<file path="src/rtl/core/geht_pkg.sv">
// Shared types and constants of the gamma energy histogram tally.
package geht_pkg;

    // Operation codes of an input word
    localparam logic [1:0] OP_RECORD  = 2'd0;
    localparam logic [1:0] OP_RD_BIN  = 2'd1;
    localparam logic [1:0] OP_RD_SUM  = 2'd2;

    // Volume codes
    localparam logic [1:0] VOL_ORIGIN  = 2'd0;
    localparam logic [1:0] VOL_CHAMBER = 2'd1;

    // Configuration register indexes
    localparam logic [3:0] REG_HIST_BASE = 4'd0;
    localparam logic [3:0] REG_SUM_BASE  = 4'd1;

    localparam logic [7:0] HIST_BASE_RESET = 8'd24;
    localparam logic [7:0] SUM_BASE_RESET  = 8'd12;

    // Field widths
    localparam int ENERGY_W = 32;
    localparam int COUNT_W  = 32;
    localparam int SUM_W    = 48;
    localparam int CFG_W    = 8;

    // floor(x / 10000) == (x * DIV_MAGIC) >> DIV_SHIFT for any 32-bit x
    localparam logic [31:0] DIV_MAGIC = 32'hD1B7_1759;
    localparam int          DIV_SHIFT = 45;
    localparam int          BIN_Q_W   = 64 - DIV_SHIFT;

    localparam logic [COUNT_W-1:0] COUNT_MAX = '1;

    // Bin of a recorded energy, valid from the cycle after load
    typedef struct packed {
        logic               ok;
        logic [BIN_Q_W-1:0] bin;
    } t_bin_info;

endpackage

</file>
<file path="src/rtl/core/geht_bin_calc.sv">
// Energy to histogram bin: (E-1)/10000 by reciprocal multiply, plus range check.
module geht_bin_calc #(
    parameter int NUM_BINS = 2048
) (
    input  logic                               i_clk,
    input  logic                               i_load,
    input  logic [geht_pkg::ENERGY_W-1:0]      i_energy_ev,
    output geht_pkg::t_bin_info                o_bin
);

    logic [63:0] r_prod;
    logic        r_nz;
    logic [31:0] em1;

    assign em1 = i_energy_ev - 32'd1;

    // one 32x32 product, registered
    always_ff @(posedge i_clk) begin
        if (i_load) begin
            r_prod <= 64'(em1) * 64'(geht_pkg::DIV_MAGIC);
            r_nz   <= (i_energy_ev != '0);
        end
    end

    // zero energy and energies past the last bin fall in no bin
    always_comb begin
        o_bin.bin = r_prod[63:geht_pkg::DIV_SHIFT];
        o_bin.ok  = r_nz && (32'(o_bin.bin) < 32'(NUM_BINS));
    end

endmodule

</file>
<file path="config.mk">
export PLATFORM = sky130hd
export DESIGN_NAME = geht_bin_calc
export DESIGN_NICKNAME = d
export VERILOG_FILES = /design/src/rtl/core/geht_pkg.sv /design/src/rtl/core/geht_bin_calc.sv
export SDC_FILE = /design/constraint.sdc
export NUM_CORES = 1
export LEC_CHECK = 0
export BUFFER_PORTS_ARGS = -buffer_cell sky130_fd_sc_hd__buf_2
export CAP_MARGIN = 10
export CORE_MARGIN = 2
export CORE_UTILIZATION = 50
export CTS_BUF_LIST = sky130_fd_sc_hd__clkbuf_4
export DETAILED_ROUTE_END_ITERATION = 10
export PLACE_DENSITY = 0.75
export SLEW_MARGIN = 20
export SYNTH_ARGS = -nofsm -noshare
export SYNTH_HDL_FRONTEND = slang
export SYNTH_SLANG_ARGS = --single-unit
</file>
<file path="constraint.sdc">
create_clock -name i_clk -period 13.4 [get_ports i_clk]
set_clock_uncertainty 0.1 [all_clocks]
set_input_delay 2.01 -clock i_clk [delete_from_list [all_inputs] [get_ports i_clk]]
set_output_delay 2.01 -clock i_clk [all_outputs]
set_load 0.1 [all_outputs]
</file>
* Yosys cells after proc, flatten, opt, wreduce, memory -nomap -nowiden
Index checks and enable logic that the tools add are counted.
** Storage, ports and cells
- Register bits :: 65
- Output and inout port bits :: 20
** Cells by class
- Add/sub/neg operators :: 1
- Multiply operators :: 1
- Order comparisons :: 1
- Reductions and logical operators :: 2
** Operators with widths (count)
- $mul A32 B32 Y64 const B :: 1
- $reduce_bool A32 Y1 :: 1
- $sub A32 B1 Y32 const B :: 1
- $lt A19 B12 Y1 const B :: 1
- $logic_and A1 B1 Y1 :: 1

* Logic depth before layout (Yosys ltp)
- Word-level depth :: 2
- Gate-level depth with buffers :: 33
- Mapped depth without buffers :: 33

* Least setup slack after synthesis
Ideal clock, no wire load.
- Path type :: input -> register
- Start :: input port i_energy_ev[0] (netlist name)
- End :: register r_prod[63] (data pin)
- Library setup time :: 0.174 ns
- Arrival :: 10.768 ns
- Data required time :: 13.126 ns
- Path slack :: 2.358 ns
- Stages :: 32
- Cell sequence :: inv_1 ha_1 nand3b_1 or4b_4 nand2b_4 or3_1 xnor2_1 inv_1 fa_1 inv_1 ha_1 inv_1 fa_1 fa_1 inv_1 fa_1 inv_1 fa_1 inv_1 fa_1 inv_1 fa_1 inv_1 ha_1 nand4_1 or4_1 or3_1 a211oi_2 nor3_2 a21bo_1 o211a_1 a311oi_1
** On the way
- Word-level cells in the longest chain between the ends :: 2
** Ends and longest elaborated chain
- from (decl) :: RTL line geht_bin_calc.sv:7 : input logic [geht_pkg::ENERGY_W-1:0] i_energy_ev,
- $sub A32 B1 Y32 :: RTL line geht_bin_calc.sv:15 : assign em1 = i_energy_ev - 32'd1;
- $mul A32 B32 Y64 :: RTL line geht_bin_calc.sv:20 : r_prod <= 64'(em1) * 64'(geht_pkg::DIV_MAGIC);
- to (signal assigned) :: RTL line geht_bin_calc.sv:20
- to (decl) :: RTL line geht_bin_calc.sv:11 : logic [63:0] r_prod;
No other way between the ends.
A chain may end at the register's enable or synchronous reset.

* Worst setup path in the final report
- Start :: input port i_energy_ev[2] (netlist name)
- End :: register r_prod[63] (data pin)
Same word-level chain as after synthesis.

==> metrics.log <==
[metrics] root buf cell: clkbuf_4
[metrics] ports placed on the boundary: 54
[metrics] Std-Cell Rows: 72
[metrics] path class of the lowest-slack min-delay path: primary input to flop
[metrics] endpoint kind of the worst setup timing path: flop
[metrics] Final Core Density: 53.2%
[metrics] Post-route DRC: 0
[metrics] number of antenna violations at the first check in global routing: 1
[metrics] WL final: 53.6 mm
[metrics] asr flop ratio synth: 0%
[metrics] vias in the first global route: 14914
[metrics] Chip Width: 201 um
[metrics] CTS H-tree lvls: 1
[metrics] remaining antenna violation count: 0
[metrics] Post-Syn Area per Cell: 10.0 um^2
[metrics] Setup TNS: 0 ns
[metrics] CTS Buf Count: 3
[metrics] maximum number of pins on one net before global-route repair: 21
[metrics] start-to-end type of the worst setup path: primary input to flop
[metrics] number of clock sinks: 20
[metrics] launching instance or port of the critical path: i_energy_ev[2]
[metrics] worst setup path end: r_prod[63]$_DFFE_PP_
[metrics] largest cells by area after synthesis: fa_1 45%, ha_1 24%, inv_1 13%
[metrics] final antenna diode count: 0
[metrics] RSZ-0062 raised after global routing: false
[metrics] half-perimeter wire length after detailed placement: 49.8 mm
[metrics] Worst Max-Slew Pin Slew: 1.02 ns
[metrics] number of slew-limit violations in the final report: 0
[metrics] Routability Congestion: 1.04
[metrics] netlist area before placement: 19400 um^2
[metrics] starting utilization of the core area: 50.3%
[metrics] remaining global-route overflow: 0
[metrics] vias after detailed routing: 13483
[metrics] number of hold violations in the final report: 0
[metrics] maximum frequency from static timing analysis: 82.4 MHz
[metrics] Max-slew headroom: 31.8%
[metrics] global routing usage summed across all routing layers: 27.4%
[metrics] max-cap viol count: 0
[metrics] worst hold slack across all endpoints: 2.08 ns
[metrics] global-route wire length before repair: 83.1 mm
[metrics] clock edge transition at the registers on the reported setup and hold paths: 0.12 ns
[metrics] Total Die Area: 40300 um^2
[metrics] finished layout cell area: 20400 um^2
[metrics] Ys Warns: 0
[metrics] startpoint type of the worst setup path: primary input
[metrics] cell taking the most area after synthesis: fa_1
[metrics] critical-path maximum fanout: 8
[metrics] flip-flop and latch count after synthesis: 20
[metrics] sequential share of the synthesized area: 3.10%
[metrics] post-CTS resize count: 0
[metrics] cell count after synthesis: 1937
[metrics] minimum period implied by the final worst setup slack: 12.13 ns
[metrics] signed area change from the synthesized netlist to the final layout: 5.61%
[metrics] share of the synthesized area in the top cell type: 45.2%
[metrics] worst-case clock buffer depth: 2
[metrics] worst path arrival time: 12.15 ns
[metrics] ratio of final minimum period to clock period: 90.5%
[metrics] number of synthesized flops with an enable pin: 20
[metrics] # setup viols final: 0
[metrics] unique cell type count in the Yosys netlist: 72
[metrics] Chip Height: 201 um
[metrics] NumNets Final: 2854
[metrics] post-detailed-placement cell area: 20400 um^2
[metrics] number of design-rule violations left by the first detailed-router iteration: 881
[metrics] Crit path required time: 13.42 ns
[metrics] area inside the core boundary: 38500 um^2
[metrics] count of TritonRoute iterations in the first routing pass: 8
[metrics] run status: complete, no violations
[metrics] commonest register cell after synthesis: edfxtp_1
[metrics] Vias per Instance: 5.33
[metrics] Synthesized Nets: 2778
[metrics] cts-stage hold buffer count: 0
[metrics] TritonCTS clock tree: done
[metrics] number of buffers inserted by port buffering: 53
[metrics] share of layout cells above drive strength 1: 5.42%
[metrics] Post-CTS Repair Setup Buffers: 0
[metrics] Routed WL per cell: 21.2 um
worst min path at each step:
stage / from / end / slack (ns) / depth (start not counted)
2_1_floorplan: i_load / r_nz$_DFFE_PP_ / 2.02 / 0
3_3_place_gp: i_load / r_prod[58]$_DFFE_PP_ / 2.39 / 1
3_5_place_dp: i_load / r_prod[58]$_DFFE_PP_ / 2.40 / 1
4_1_cts: i_load / r_prod[58]$_DFFE_PP_ / 2.08 / 1
5_1_grt: i_load / r_prod[63]$_DFFE_PP_ / 2.09 / 1
6_report: i_load / r_prod[57]$_DFFE_PP_ / 2.08 / 1
worst max-delay path, cell delays in order:
cell,delay [ns]
buf_2,0.15
or4_4,0.57
nor4_4,0.36
and2b_2,0.37
nand4_2,0.19
or3_1,0.43
xor2_1,0.60
inv_1,0.44
ha_1,0.55
inv_1,0.10
fa_1,0.54
inv_1,0.05
fa_1,0.48
fa_1,0.60
fa_1,0.44
fa_1,0.46
fa_1,0.62
ha_1,0.29
ha_1,0.44
nand4_1,0.22
or4_1,0.61
or3_1,0.43
a211oi_2,0.30
nor3_2,0.14
a21bo_1,0.23
o211a_1,0.22
a311oi_1,0.27
cells in the mapped netlist, types with 3 or more instances:
cell type,instances
a211oi_1,6
o21bai_1,4
nand3b_1,6
a221oi_1,9
nor3b_1,3
inv_2,3
nand2_1,36
xor2_1,25
nand4_1,13
nor4_1,7
xnor2_1,49
o21a_1,7
inv_1,691
ha_1,370
nor2_1,34
and4_1,3
and3_1,8
edfxtp_1,20
or2_2,4
fa_1,437
and2_1,6
nor3_1,12
a21oi_1,48
or4_4,3
nand3_1,15
o21ai_0,23
a21o_1,20
nand2b_1,5
or3_1,7
o211ai_1,9
or4_1,3
final cells by class:
| type | count | area (um^2) |
|---|---|---|
| clock inverter | 1 | 3.75 |
| tap | 518 | 648 |
| sequential | 20 | 601 |
| clock buffer | 3 | 22.5 |
| inverter | 695 | 2610 |
| multi-input combinational | 1219 | 16100 |
| fill | 3449 | 18000 |
| timing repair buffer | 74 | 423 |
routing by layer:
layer / vias up / GRT usage (%) / wire length (um) / part of all wire, %
met5: - / 0 / 0 / 0
met4: 0 / 13.6 / 3240 / 6.0
met3: 128 / 5.50 / 3680 / 6.9
met2: 477 / 45.3 / 25500 / 48
met1: 6853 / 34.3 / 21100 / 39
li1: 6025 / - / - / -
cell families after synthesis:
logic type | Yosys count | synth area share [%]
buf+inv | 698 | 13.6
xor+xnor | 75 | 3.43
compound gates | 154 | 5.34
simple gates | 181 | 5.35
flops | 20 | 3.10
fa+ha+maj | 807 | 69.1
mux | 2 | 0.110
cells in the final DEF (no fill, tap or decap), types with 3 or more instances in the layout:
cell	count
a211oi_1	6
a21o_1	20
a21oi_1	48
a221oi_1	9
and2_1	6
and3_1	8
and4_1	3
buf_2	53
buf_4	21
clkbuf_4	3
edfxtp_1	20
fa_1	437
ha_1	370
inv_1	691
inv_2	3
nand2_1	36
nand2b_1	5
nand3_1	15
nand3b_1	6
nand4_1	13
nor2_1	34
nor3_1	12
nor3b_1	3
nor4_1	7
o211ai_1	9
o21a_1	7
o21ai_0	23
o21bai_1	4
or2_2	4
or3_1	7
or4_1	3
or4_4	3
xnor2_1	49
xor2_1	24
metrics by stage:
stage          cells  setup WS (ns)
2_1_floorplan   1937           2.36
3_3_place_gp    2526           1.18
3_5_place_dp    2526           1.07
4_1_cts         2530           1.38
5_1_grt         2530          0.765
6_report        2530           1.27
sequential cells by signal, indices dropped and copies added, names as in the netlist:
name	count
r_prod	19
r_nz	1
Power is left out: the tool's default activity adds up to more than one toggle a clock period on the data nets, which glitch-free logic cannot reach.
